--- config.mk ---
export PLATFORM = sky130hd
export DESIGN_NAME = ring_target_run_ratio_detector_flat
export DESIGN_NICKNAME = d
export VERILOG_FILES = /design/src/rtr_pkg.sv /design/src/rtr_pix_if.sv /design/src/rtr_det_if.sv /design/src/ring_target_run_ratio_detector.sv /design/src/flat_wrapper.sv
export SDC_FILE = /design/constraint.sdc
export NUM_CORES = 2
export LEC_CHECK = 0
export BUFFER_PORTS_ARGS = -buffer_cell sky130_fd_sc_hd__buf_2
export CAP_MARGIN = 5
export CORE_MARGIN = 1.5
export CORE_UTILIZATION = 65
export DETAILED_ROUTE_END_ITERATION = 10
export PLACE_DENSITY = 0.82
export SYNTH_ARGS = -nofsm -noshare
export SYNTH_HDL_FRONTEND = slang
export SYNTH_SLANG_ARGS = --single-unit
export TNS_END_PERCENT = 1
--- constraint.sdc ---
create_clock -name i_clk -period 14.3 [get_ports i_clk]
set_input_delay 0.715 -clock i_clk [delete_from_list [all_inputs] [get_ports i_clk]]
set_output_delay 0.715 -clock i_clk [all_outputs]
set_load 0.005 [all_outputs]
--- src/rtr_pkg.sv ---
// package for the ring target run ratio detector
// holds field widths, register indexes, reset values and the ratio window test
// no dependencies
package rtr_pkg;

    // fixed field widths
    localparam int PIX_W     = 8;
    localparam int OUT_W     = 12;
    localparam int RUN_W     = 13;
    localparam int THR_W     = 8;
    localparam int CFG_IDX_W = 2;
    localparam int CFG_DAT_W = 8;

    // ratio test operand widths
    localparam int OPD_W  = 16;
    localparam int PROD_W = OPD_W + THR_W;

    // run length saturation
    localparam logic [RUN_W-1:0] RUN_MAX = {RUN_W{1'b1}};

    // default image limits
    localparam int DEF_MAX_WIDTH  = 4096;
    localparam int DEF_MAX_HEIGHT = 4096;

    // threshold reset value, 0.5 in Q0.8
    localparam logic [THR_W-1:0] THR_RESET = 8'd128;

    // configuration register indexes
    typedef enum logic [CFG_IDX_W-1:0] {
        CFG_PAIR_RATIO   = 2'd0,
        CFG_BAND_RATIO   = 2'd1,
        CFG_PAIR_CENTER  = 2'd2,
        CFG_BLACK_CENTER = 2'd3
    } t_cfg_idx;

    // t < x/y < 1/t, with t in Q0.8, by cross multiplication
    function automatic logic in_window(
        input logic [OPD_W-1:0] x,
        input logic [OPD_W-1:0] y,
        input logic [THR_W-1:0] t
    );
        logic [PROD_W-1:0] xs;
        logic [PROD_W-1:0] ys;
        logic [PROD_W-1:0] ty;
        logic [PROD_W-1:0] tx;
        xs = {x, {THR_W{1'b0}}};
        ys = {y, {THR_W{1'b0}}};
        ty = PROD_W'(y) * PROD_W'(t);
        tx = PROD_W'(x) * PROD_W'(t);
        return (xs > ty) && (tx < ys);
    endfunction

endpackage

--- src/rtr_pix_if.sv ---
// pixel request channel of the ring target run ratio detector
// depends on rtr_pkg for the pixel width
interface rtr_pix_if
    import rtr_pkg::*;
();
    logic             valid;
    logic             ready;
    logic [PIX_W-1:0] pixel;
    logic             row_start;
    logic             frame_start;

    modport source (output valid, output pixel, output row_start, output frame_start,
                    input ready);
    modport sink   (input valid, input pixel, input row_start, input frame_start,
                    output ready);
endinterface

--- src/rtr_det_if.sv ---
// detection request channel of the ring target run ratio detector
// depends on rtr_pkg for the coordinate width
interface rtr_det_if
    import rtr_pkg::*;
();
    logic             valid;
    logic             ready;
    logic [OUT_W-1:0] row;
    logic [OUT_W-1:0] centre_first;
    logic [OUT_W-1:0] centre_last;
    logic [OUT_W-1:0] left_x;
    logic [OUT_W-1:0] right_x;

    modport source (output valid, output row, output centre_first, output centre_last,
                    output left_x, output right_x, input ready);
    modport sink   (input valid, input row, input centre_first, input centre_last,
                    input left_x, input right_x, output ready);
endinterface

--- src/ring_target_run_ratio_detector.sv ---
// Ring target run ratio detector: takes one binarised pixel request per clock when
// not stalled and reports black-white-black-white-black ring patterns along each
// row whose five run lengths fall inside the programmed Q0.8 ratio windows. A
// pixel is taken in every cycle in which the detection register is empty or being
// emptied. The runs as the right black run closes go to a snapshot register; the
// ratio tests sit between it and the detection register. The recurrence is the run
// counter and run shift register update. The user must write thresholds through
// the plain write port only while no pixel is in flight; nothing enforces it.
// depends on rtr_pkg, rtr_pix_if and rtr_det_if
module ring_target_run_ratio_detector
    import rtr_pkg::*;
#(
    parameter int MAX_WIDTH  = DEF_MAX_WIDTH,
    parameter int MAX_HEIGHT = DEF_MAX_HEIGHT
) (
    input  logic                 i_clk,
    input  logic                 i_rst_n,
    rtr_pix_if.sink              i_pix,
    rtr_det_if.source            o_det,
    input  logic                 i_cfg_we,
    input  logic [CFG_IDX_W-1:0] i_cfg_idx,
    input  logic [CFG_DAT_W-1:0] i_cfg_data
);

    localparam int CW  = $clog2(MAX_WIDTH);
    localparam int RW  = $clog2(MAX_HEIGHT);
    localparam int RXW = (RW > OUT_W) ? RW : OUT_W;
    localparam int PW  = (CW > OPD_W) ? CW : OPD_W;
    localparam logic [CW-1:0] COL_LAST = CW'(MAX_WIDTH - 1);
    localparam logic [RW-1:0] ROW_LAST = RW'(MAX_HEIGHT - 1);

    // threshold registers
    logic [THR_W-1:0] r_thr_pair;
    logic [THR_W-1:0] r_thr_band;
    logic [THR_W-1:0] r_thr_pc;
    logic [THR_W-1:0] r_thr_bc;

    // run tracking state
    logic [RUN_W-1:0] r_runs [5];
    logic [RUN_W-1:0] r_cur_run;
    logic [PIX_W-1:0] r_cur_val;
    logic [CW-1:0]    r_column;
    logic [RW-1:0]    r_row;

    // snapshot stage
    logic             r_s_valid;
    logic [RUN_W-1:0] r_s_lb;
    logic [RUN_W-1:0] r_s_lw;
    logic [RUN_W-1:0] r_s_c;
    logic [RUN_W-1:0] r_s_rw;
    logic [RUN_W-1:0] r_s_rb;
    logic [CW-1:0]    r_s_w;
    logic [RW-1:0]    r_s_row;

    // detection register
    logic             r_o_valid;
    logic [OUT_W-1:0] r_o_row;
    logic [OUT_W-1:0] r_o_cs;
    logic [OUT_W-1:0] r_o_ce;
    logic [OUT_W-1:0] r_o_lx;
    logic [OUT_W-1:0] r_o_rx;

    logic             advance;
    logic             accept;
    logic             new_line;
    logic             closing;
    logic             candidate;

    // pipeline moves whenever the detection register can take a new value
    assign advance     = !r_o_valid || o_det.ready;
    assign i_pix.ready = advance;
    assign accept      = i_pix.valid && advance;
    assign new_line    = i_pix.row_start || i_pix.frame_start;
    assign closing     = !new_line && (i_pix.pixel != r_cur_val);
    assign candidate   = closing && (r_cur_val == '0);

    // threshold writes
    always_ff @(posedge i_clk) begin
        if (!i_rst_n) begin
            r_thr_pair <= THR_RESET;
            r_thr_band <= THR_RESET;
            r_thr_pc   <= THR_RESET;
            r_thr_bc   <= THR_RESET;
        end else if (i_cfg_we) begin
            case (t_cfg_idx'(i_cfg_idx))
                CFG_PAIR_RATIO:   r_thr_pair <= i_cfg_data;
                CFG_BAND_RATIO:   r_thr_band <= i_cfg_data;
                CFG_PAIR_CENTER:  r_thr_pc   <= i_cfg_data;
                CFG_BLACK_CENTER: r_thr_bc   <= i_cfg_data;
                default: ;
            endcase
        end
    end

    // run length, column and row update per accepted pixel
    always_ff @(posedge i_clk) begin
        if (!i_rst_n) begin
            for (int i = 0; i < 5; i++) r_runs[i] <= '0;
            r_cur_run <= '0;
            r_cur_val <= '0;
            r_column  <= '0;
            r_row     <= '0;
        end else if (accept) begin
            if (new_line) begin
                for (int i = 0; i < 5; i++) r_runs[i] <= '0;
                r_cur_val <= i_pix.pixel;
                r_cur_run <= RUN_W'(1);
                r_column  <= CW'(1);
                if (i_pix.frame_start) begin
                    r_row <= '0;
                end else if (r_row < ROW_LAST) begin
                    r_row <= r_row + RW'(1);
                end
            end else begin
                if (closing) begin
                    for (int i = 0; i < 4; i++) r_runs[i] <= r_runs[i+1];
                    r_runs[4] <= r_cur_run;
                    r_cur_val <= i_pix.pixel;
                    r_cur_run <= RUN_W'(1);
                end else if (r_cur_run < RUN_MAX) begin
                    r_cur_run <= r_cur_run + RUN_W'(1);
                end
                if (r_column < COL_LAST) begin
                    r_column <= r_column + CW'(1);
                end
            end
        end
    end

    // snapshot of the five runs when a black run closes
    always_ff @(posedge i_clk) begin
        if (!i_rst_n) begin
            r_s_valid <= 1'b0;
        end else if (advance) begin
            r_s_valid <= accept && candidate;
        end
    end

    always_ff @(posedge i_clk) begin
        if (advance) begin
            r_s_lb  <= r_runs[1];
            r_s_lw  <= r_runs[2];
            r_s_c   <= r_runs[3];
            r_s_rw  <= r_runs[4];
            r_s_rb  <= r_cur_run;
            r_s_w   <= r_column;
            r_s_row <= r_row;
        end
    end

    // ratio window tests
    logic [OPD_W-1:0] lb, lw, c, rw, rb, lp, rp;
    logic             nonzero;
    logic             pattern_ok;

    always_comb begin
        lb = OPD_W'(r_s_lb);
        lw = OPD_W'(r_s_lw);
        c  = OPD_W'(r_s_c);
        rw = OPD_W'(r_s_rw);
        rb = OPD_W'(r_s_rb);
        lp = lb + lw;
        rp = rb + rw;
        nonzero = (lb != '0) && (lw != '0) && (c != '0) && (rw != '0) && (rb != '0);
        pattern_ok = nonzero
            && in_window(lp, rp, r_thr_pair)
            && in_window(lb, rb, r_thr_pair)
            && in_window(lw, rw, r_thr_pair)
            && in_window(lb, rb, r_thr_band)
            && in_window(lw, rw, r_thr_band)
            && in_window(OPD_W'(lp * 2'd3), OPD_W'({c, 2'b00}), r_thr_pc)
            && in_window(OPD_W'(rp * 2'd3), OPD_W'({c, 2'b00}), r_thr_pc)
            && in_window(OPD_W'(lb * 2'd3), c, r_thr_bc)
            && in_window(OPD_W'(rb * 2'd3), c, r_thr_bc);
    end

    // pattern coordinates, clamped at column zero
    logic [PW-1:0]  w, rr, cs_off, ce_off, lx_off, cs, ce, lx;
    logic [RXW-1:0] row_x;

    always_comb begin
        w      = PW'(r_s_w);
        rr     = PW'(r_s_rb) + PW'(r_s_rw);
        cs_off = rr + PW'(r_s_c);
        ce_off = rr + PW'(1);
        lx_off = cs_off + PW'(r_s_lw) + PW'(r_s_lb);
        cs     = (w > cs_off) ? (w - cs_off) : '0;
        ce     = (w > ce_off) ? (w - ce_off) : '0;
        lx     = (w > lx_off) ? (w - lx_off) : '0;
        row_x  = RXW'(r_s_row);
    end

    // detection register
    always_ff @(posedge i_clk) begin
        if (!i_rst_n) begin
            r_o_valid <= 1'b0;
        end else if (advance) begin
            r_o_valid <= r_s_valid && pattern_ok;
        end
    end

    always_ff @(posedge i_clk) begin
        if (advance) begin
            r_o_row <= row_x[OUT_W-1:0];
            r_o_cs  <= cs[OUT_W-1:0];
            r_o_ce  <= ce[OUT_W-1:0];
            r_o_lx  <= lx[OUT_W-1:0];
            r_o_rx  <= w[OUT_W-1:0];
        end
    end

    assign o_det.valid        = r_o_valid;
    assign o_det.row          = r_o_row;
    assign o_det.centre_first = r_o_cs;
    assign o_det.centre_last  = r_o_ce;
    assign o_det.left_x       = r_o_lx;
    assign o_det.right_x      = r_o_rx;

`ifndef SYNTHESIS
    // pixels are held back only by a stalled detection
    a_ready_stall: assert property (@(posedge i_clk) disable iff (!i_rst_n)
        !i_pix.ready |-> (o_det.valid && !o_det.ready))
        else $error("pixel channel stalled without a waiting detection");

    // an accepted pixel always leaves a run of at least one
    a_run_nonzero: assert property (@(posedge i_clk) disable iff (!i_rst_n)
        (i_pix.valid && i_pix.ready) |=> (r_cur_run != '0))
        else $error("current run empty after an accepted pixel");

    // column saturates at the last column
    a_column_limit: assert property (@(posedge i_clk) disable iff (!i_rst_n)
        r_column <= COL_LAST)
        else $error("column beyond the image width");
`endif

endmodule
--- src/flat_wrapper.sv ---
// flat-port wrapper written by rule: the top's interface ports become plain ports
module ring_target_run_ratio_detector_flat import rtr_pkg::*;
#(
    parameter int MAX_WIDTH  = DEF_MAX_WIDTH,
    parameter int MAX_HEIGHT = DEF_MAX_HEIGHT
)
  (i_clk, i_rst_n, i_cfg_we, i_cfg_idx, i_cfg_data, i_pix_valid, i_pix_pixel, i_pix_row_start, i_pix_frame_start, i_pix_ready, o_det_valid, o_det_row, o_det_centre_first, o_det_centre_last, o_det_left_x, o_det_right_x, o_det_ready);
  rtr_pix_if i_pix_i ();
  rtr_det_if o_det_i ();
  input  logic i_clk;
  input  logic i_rst_n;
  input  logic i_cfg_we;
  input  logic [CFG_IDX_W-1:0] i_cfg_idx;
  input  logic [CFG_DAT_W-1:0] i_cfg_data;
  input wire logic [$bits(i_pix_i.valid)-1:0] i_pix_valid;
  input wire logic [$bits(i_pix_i.pixel)-1:0] i_pix_pixel;
  input wire logic [$bits(i_pix_i.row_start)-1:0] i_pix_row_start;
  input wire logic [$bits(i_pix_i.frame_start)-1:0] i_pix_frame_start;
  output wire logic [$bits(i_pix_i.ready)-1:0] i_pix_ready;
  output wire logic [$bits(o_det_i.valid)-1:0] o_det_valid;
  output wire logic [$bits(o_det_i.row)-1:0] o_det_row;
  output wire logic [$bits(o_det_i.centre_first)-1:0] o_det_centre_first;
  output wire logic [$bits(o_det_i.centre_last)-1:0] o_det_centre_last;
  output wire logic [$bits(o_det_i.left_x)-1:0] o_det_left_x;
  output wire logic [$bits(o_det_i.right_x)-1:0] o_det_right_x;
  input wire logic [$bits(o_det_i.ready)-1:0] o_det_ready;
  assign i_pix_i.valid = i_pix_valid;
  assign i_pix_i.pixel = i_pix_pixel;
  assign i_pix_i.row_start = i_pix_row_start;
  assign i_pix_i.frame_start = i_pix_frame_start;
  assign i_pix_ready = i_pix_i.ready;
  assign o_det_valid = o_det_i.valid;
  assign o_det_row = o_det_i.row;
  assign o_det_centre_first = o_det_i.centre_first;
  assign o_det_centre_last = o_det_i.centre_last;
  assign o_det_left_x = o_det_i.left_x;
  assign o_det_right_x = o_det_i.right_x;
  assign o_det_i.ready = o_det_ready;
  ring_target_run_ratio_detector #(.MAX_WIDTH(MAX_WIDTH), .MAX_HEIGHT(MAX_HEIGHT)) u_core (.i_clk(i_clk), .i_rst_n(i_rst_n), .i_pix(i_pix_i), .o_det(o_det_i), .i_cfg_we(i_cfg_we), .i_cfg_idx(i_cfg_idx), .i_cfg_data(i_cfg_data));
endmodule
* Yosys cells after proc, flatten, opt, wreduce, memory -nomap -nowiden *
Memories as Yosys holds them, arrays and structs flattened.
Cells that the tools add are included.
Widths: inputs -> output; s select.

word-level totals
  bits in registers = 228
  memory bits (writable) = 65
  output and inout port bits = 62
  memories = 1
  bits of input ports = 25

cells by class
  equality and inequality tests = 4
  multipliers = 20
  mux-type cells = 29
  magnitude comparators = 24
  add/sub/neg operators = 12
  reduce and logical (&&, ||, !) cells = 50
  bitwise operators = 10

memories
  name           depth  bits a word  read ports  clocked after Yosys merged registers in  wr ports  line                                  source
  u_core.r_runs  5      13           4           0                                        5         ring_target_run_ratio_detector.sv:39  logic [RUN_W-1:0] r_runs [5];

operators by type and width
  operator               number
  $mul 13x8->21          10
  $mux 13                13
  $mul 16x8->24          4
  $gt 21x21->1           4
  $lt 21x21->1           4
  $reduce_bool 13->1     5
  $gt 12x16->1           3
  $gt 24x23->1           2
  $lt 24x23->1           2
  $mux 12                4
  $gt 23x21->1           2
  $lt 23x21->1           2
  $mul 15x8->23          2
  $sub 12x12->12         3
  $add 16x13->16         2
  $mul 16x2->16 const B  2
  $mul 13x2->15 const B  2
  $add 13x13->14         2
  $logic_and 1x1->1      27
  $add 12x1->12 const B  2
  $gt 24x24->1           1
  $lt 12x12->1 const B   2
  $lt 24x24->1           1
  $mux 8                 2
  other kinds (17)       46

* Logic depth before layout (Yosys ltp) *
  depth after elaboration = 15
  depth in mapped cells = 50
  gate-level depth less buffers = 49

* Worst setup path before layout *
Ideal clock, no wire load.

  kind = reg2reg
  from = reg u_core.r_s_rb[1]
  to = reg u_core.r_o_valid, in the netlist u_core.o_det.valid
  data required time = 14142 ps
  cell stages (with the launch flop) = 50
  clock period less this slack = 10928 ps
  buffers on the path = 2
  slack = 3372 ps
  setup time = 158 ps
  arrival time = 10770 ps
  cell sequence = edfxtp_1 clkbuf_1 inv_1 fa_1 nor2b_1 o21ai_0 a21boi_0 o21ai_0 nand2b_1 a21oi_1 inv_1 a21oi_1 xnor2_1 clkbuf_1 ha_1 nor2_1 a221oi_1 nand3_1 [14 not listed] o41a_1 a21o_1 a21oi_1 nor2b_1 nor2_1 xnor2_1 ha_1 a21o_4 a2bb2oi_2 nand4_1 or4_1 nor4_2 nand4_1 or4_1 a2111oi_2 o2111ai_1 or4_1 o22ai_2

on the way
  cells in the longest elaborated chain, start to end = 14
  elaborated cells on any way between the ends = 35
  those cells by class = 1 x add/sub; 7 x mul; 10 x order compare; 17 x reduce/logical

ends and longest elaborated chain
  what                                                    line                                   source
  start: declaration                                      ring_target_run_ratio_detector.sv:51   logic [RUN_W-1:0] r_s_rb;
  start signal: assignment                                ring_target_run_ratio_detector.sv:145  r_s_rb <= r_cur_run;
  branches (longest 12 deep; another with $mul 16x8->24)  -
  $logic_and 1x1->1 (*)                                   ring_target_run_ratio_detector.sv:174  && in_window(OPD_W'(rb * 2'd3), c, r_thr_bc);
  $logic_and 1x1->1 (*)                                   ring_target_run_ratio_detector.sv:198  r_o_valid <= r_s_valid && pattern_ok;
  end signal: assignment                                  ring_target_run_ratio_detector.sv:198
  end: declaration                                        ring_target_run_ratio_detector.sv:56   logic r_o_valid;

Every way passes the cells marked *.
A chain may end at the register's enable or synchronous reset.

* Worst setup path after layout *
  from = reg u_core.r_s_rw[1], read port of u_core.r_runs
  to = reg u_core.r_o_valid, in the netlist u_core.o_det.valid

on the way
  cells in the longest elaborated chain, start to end = 14
  elaborated cells on any way between the ends = 31
  those cells by class = 1 x add/sub; 5 x mul; 8 x order compare; 17 x reduce/logical

ends and longest elaborated chain
  what                                                    line                                   source
  start: declaration                                      ring_target_run_ratio_detector.sv:50   logic [RUN_W-1:0] r_s_rw;
  branches (longest 10 deep; another with $mul 16x8->24)  -
  $logic_and 1x1->1 (*)                                   ring_target_run_ratio_detector.sv:172  && in_window(OPD_W'(rp * 2'd3), OPD_W'({c, 2'b00}), r_thr_pc)
  $logic_and 1x1->1 (*)                                   ring_target_run_ratio_detector.sv:173  && in_window(OPD_W'(lb * 2'd3), c, r_thr_bc)
  $logic_and 1x1->1 (*)                                   ring_target_run_ratio_detector.sv:174
  $logic_and 1x1->1 (*)                                   ring_target_run_ratio_detector.sv:198

Marks and branches as above.

==> impl_metrics.json <==
{
  "outcome": "finished, final reports clean",
  "first_global_vias": 61520,
  "dp_cells": 9581,
  "synth_top_cell_area_share_pct": 31.44,
  "ioPinCount": 87,
  "grtUsageMet2_pct": 60.38,
  "syn-num-nets": 10390,
  "max_slew_margin_pct": 4.678,
  "grt_max_degree": 80,
  "viasPerCell": 6.035,
  "hp-class": "in -> reg",
  "worstSetupPathType": "reg -> reg",
  "port_buffers": 86,
  "swShare_pct": 43.31,
  "start_util_pct": 65.68,
  "synthFlopType": "edfxtp_1",
  "antenna_found_initial": 7,
  "synth_area_per_cell_sq_um": 8.898,
  "tightest_slew_ps": 1415,
  "yosysMostFrequentCell": "inv_1",
  "wire_per_inst_um": 21.28,
  "synthTopCellsByCount": "inv_1, fa_1, nand2_1",
  "fmax_ghz": 0.08010,
  "synth_async_sr_flop_share_pct": 0,
  "dieHeight_um": 337.6,
  "cts_root_buffer": "clkbuf_16",
  "cts.sinks": 280,
  "irDropWorstVdd_mv": 0.09441,
  "powerDensity_nw_per_um2": 48.51,
  "rows": 122,
  "setup_tns_ps": 0,
  "finalHoldViolCount": 0,
  "grt-busiest-layer": "met2",
  "synth_edf_count": 201,
  "cts_buffer_depth": 3,
  "drv_cap": 0,
  "grt_usage_pct": 37.14,
  "gr-total-overflow": 0,
  "dieArea_sq_um": 114000,
  "p_comb_share_pct": 52.6,
  "cts_tree": "built",
  "fin_nets": 10330,
  "totalPowerFinal_mw": 3.687,
  "drc_errors": 0,
  "synth_area_leaders": "fa_1, ha_1, edfxtp_1, and2_1, inv_1",
  "first_pass_iters": 10,
  "numCtsBuffers": 29,
  "dp_hpwl_um": 155000,
  "place.gp.congestion": 0.9875,
  "clock_skew_ps": 68.77,
  "grt_pass1_wl_um": 328900,
  "die_x_um": 337.6,
  "cp.arrival_ps": 13060,
  "drive_above_1_share_pct": 4.308,
  "drtIter0Drc": 4371,
  "syn_area_sq_um": 72780,
  "clk_latency_ps": 660,
  "cts_hold_buf": 0,
  "post_cts_resized": 0,
  "p_sw_mw": 1.597,
  "period_share_pct": 87.30,
  "netlist_instances": 8180,
  "fin_cells": 9640,
  "nFillCells": 8645,
  "rsz0062_at_grt": "false",
  "crit_top_cell": "fa_1",
  "grt_use_met1_pct": 45.67,
  "cp_max_fo": 19,
  "fp.coreArea_sq_um": 110800,
  "rr_startpoint": "u_core.r_s_rw[1]",
  "syn2layout_area_growth_pct": 4.433,
  "vias": 58170,
  "crit_slowest_cell": "xnor2_1",
  "slew_viol_final": 0,
  "postCtsSetupBuffers": 0,
  "ys_warn_count": 0,
  "met3_usage_pct": 8.294,
  "yosys.area.top_type": "fa_1",
  "p_int_mw": 2.090,
  "clkTransAtPathRegs_ps": 70,
  "critPathLaunch": "u_core.r_s_rw[1]",
  "synth_cell_types": 101,
  "seq_area_frac_synth_pct": 10.47,
  "critPathMaxStageDelay_ps": 830,
  "required_ps": 14880,
  "leakagePower_nw": 37.68,
  "start_kind": "flip-flop",
  "htreeDepth": 1,
  "worstHoldStart": "i_pix_pixel[1]",
  "cp-end-kind": "flip-flop",
  "clkPwrFrac_pct": 22.6,
  "pwr-share-seq_pct": 24.7,
  "synth_seq_cells": 280,
  "setup_viol": 0,
  "wl_um": 205100,
  "period_needed_ps": 12480,
  "antenna_left": 0
}
==> logic make-up after synthesis <==
logic type / Yosys count / share of synthesized area, %
AND/OR/NAND/NOR: 2819 / 19.47
multiplexers: 28 / 0.3851
flip-flops: 280 / 10.47
buffers and inverters: 1666 / 8.645
XOR/XNOR: 341 / 4.114
adder cells (fa/ha/maj): 2180 / 49.26
AO/OA/AOI/OAI: 866 / 7.660
==> power groups by stage <==
stage | combinational [mW] | sequential, mW | clock [mW]
3_3_place_gp | 1.81 | 0.926 | 0
4_1_cts | 1.91 | 0.910 | 0.843
3_5_place_dp | 1.89 | 0.927 | 0
6_report | 1.94 | 0.912 | 0.835
2_1_floorplan | 1.33 | 0.918 | 0
5_1_grt | 2.16 | 0.913 | 0.872
==> state kept, by name, indices dropped and copies added (netlist names), 12 cells and up <==
register and count:
u_core.o_det.centre_first 12, u_core.o_det.centre_last 12, u_core.o_det.left_x 12, u_core.o_det.right_x 12, u_core.o_det.row 12, u_core.r_column 12, u_core.r_cur_run 13, u_core.r_row 12
u_core.r_runs 52, u_core.r_s_c 13, u_core.r_s_lb 13, u_core.r_s_lw 13, u_core.r_s_rb 13, u_core.r_s_row 12, u_core.r_s_rw 13, u_core.r_s_w 12
==> stage by stage <==
step | setup WS, ps | hold slack, ps | utilization [%] | cell area [sq um]
5_1_grt | 1162 | 381.8 | 68.58 | 76000
3_5_place_dp | 1981 | 405.4 | 67.66 | 74980
2_1_floorplan | 3372 | 400.3 | - | 72780
4_1_cts | 1944 | 356.8 | 68.58 | 76000
6_report | 1816 | 373.7 | 68.59 | 76010
3_3_place_gp | 2270 | 402.7 | 67.66 | 74980
==> cells in the final DEF, fill, tap and decap left out, types with 19 or more instances in the layout <==
| cell | synthesis | final |
|---|---|---|
| ha_1 | 1037 | 1037 |
| xnor2_1 | 205 | 205 |
| buf_2 | 21 | 87 |
| a21oi_1 | 283 | 283 |
| nand2_1 | 1051 | 1051 |
| mux2i_1 | 28 | 28 |
| a21boi_0 | 20 | 20 |
| nand4_1 | 65 | 65 |
| nand2b_1 | 52 | 51 |
| inv_1 | 1345 | 1345 |
| and2_1 | 936 | 936 |
| buf_4 | 0 | 147 |
| a211oi_1 | 43 | 43 |
| nand3_1 | 90 | 90 |
| nor2_1 | 297 | 297 |
| edfxtp_1 | 201 | 201 |
| or3_1 | 26 | 26 |
| fa_1 | 1143 | 1143 |
| o21ai_0 | 160 | 159 |
| o21bai_1 | 33 | 33 |
| xor2_1 | 135 | 135 |
| and3_1 | 37 | 37 |
| o21ai_1 | 19 | 19 |
| clkbuf_16 | 0 | 30 |
| nor2b_1 | 73 | 73 |
| dfxtp_1 | 79 | 64 |
| nor4_1 | 26 | 26 |
| a21o_1 | 93 | 93 |
| o21a_1 | 44 | 44 |
| nor3_1 | 92 | 92 |
==> routing by layer <==
metal / part of all wire (%) / vias to the layer above
met1: 37 / 28820
li1: - / 25870
met2: 46 / 2752
met5: 0.013 / -
met3: 10 / 723
met4: 6.7 / 4
==> critical path, delay by kind of cell, from the launching register on <==
| kind | cells | cell delay, ps |
|---|---|---|
| flops | 1 | 790 |
| buf+inv | 3 | 330 |
| simple gates | 12 | 2580 |
| compound gates | 16 | 3820 |
| fa+ha+maj | 8 | 3520 |
| xor+xnor | 3 | 1360 |
==> path summary, 6_finish.rpt <==
path | end | slack [ps] | depth (start not counted)
max reg2reg | u_core.o_det.valid | 1820 | 42
min reg2reg | u_core.r_s_lb[7] | 380 | 0
min | u_core.r_cur_val[1] | 370 | 3
max | u_core.o_det.valid | 1820 | 42
==> layout make-up <==
cell class	instances	area, sq um	area share [%]
antenna	4	10.01	0.01317
clock buffer	34	785.8	1.034
clock inverter	20	232.7	0.3062
inverter	1346	5052	6.647
multi-input combinational	6234	58890	77.48
sequential	280	7636	10.05
tap	1488	1862	2.449
timing repair buffer	234	1539	2.025
(Power assumes the default switching activity.)
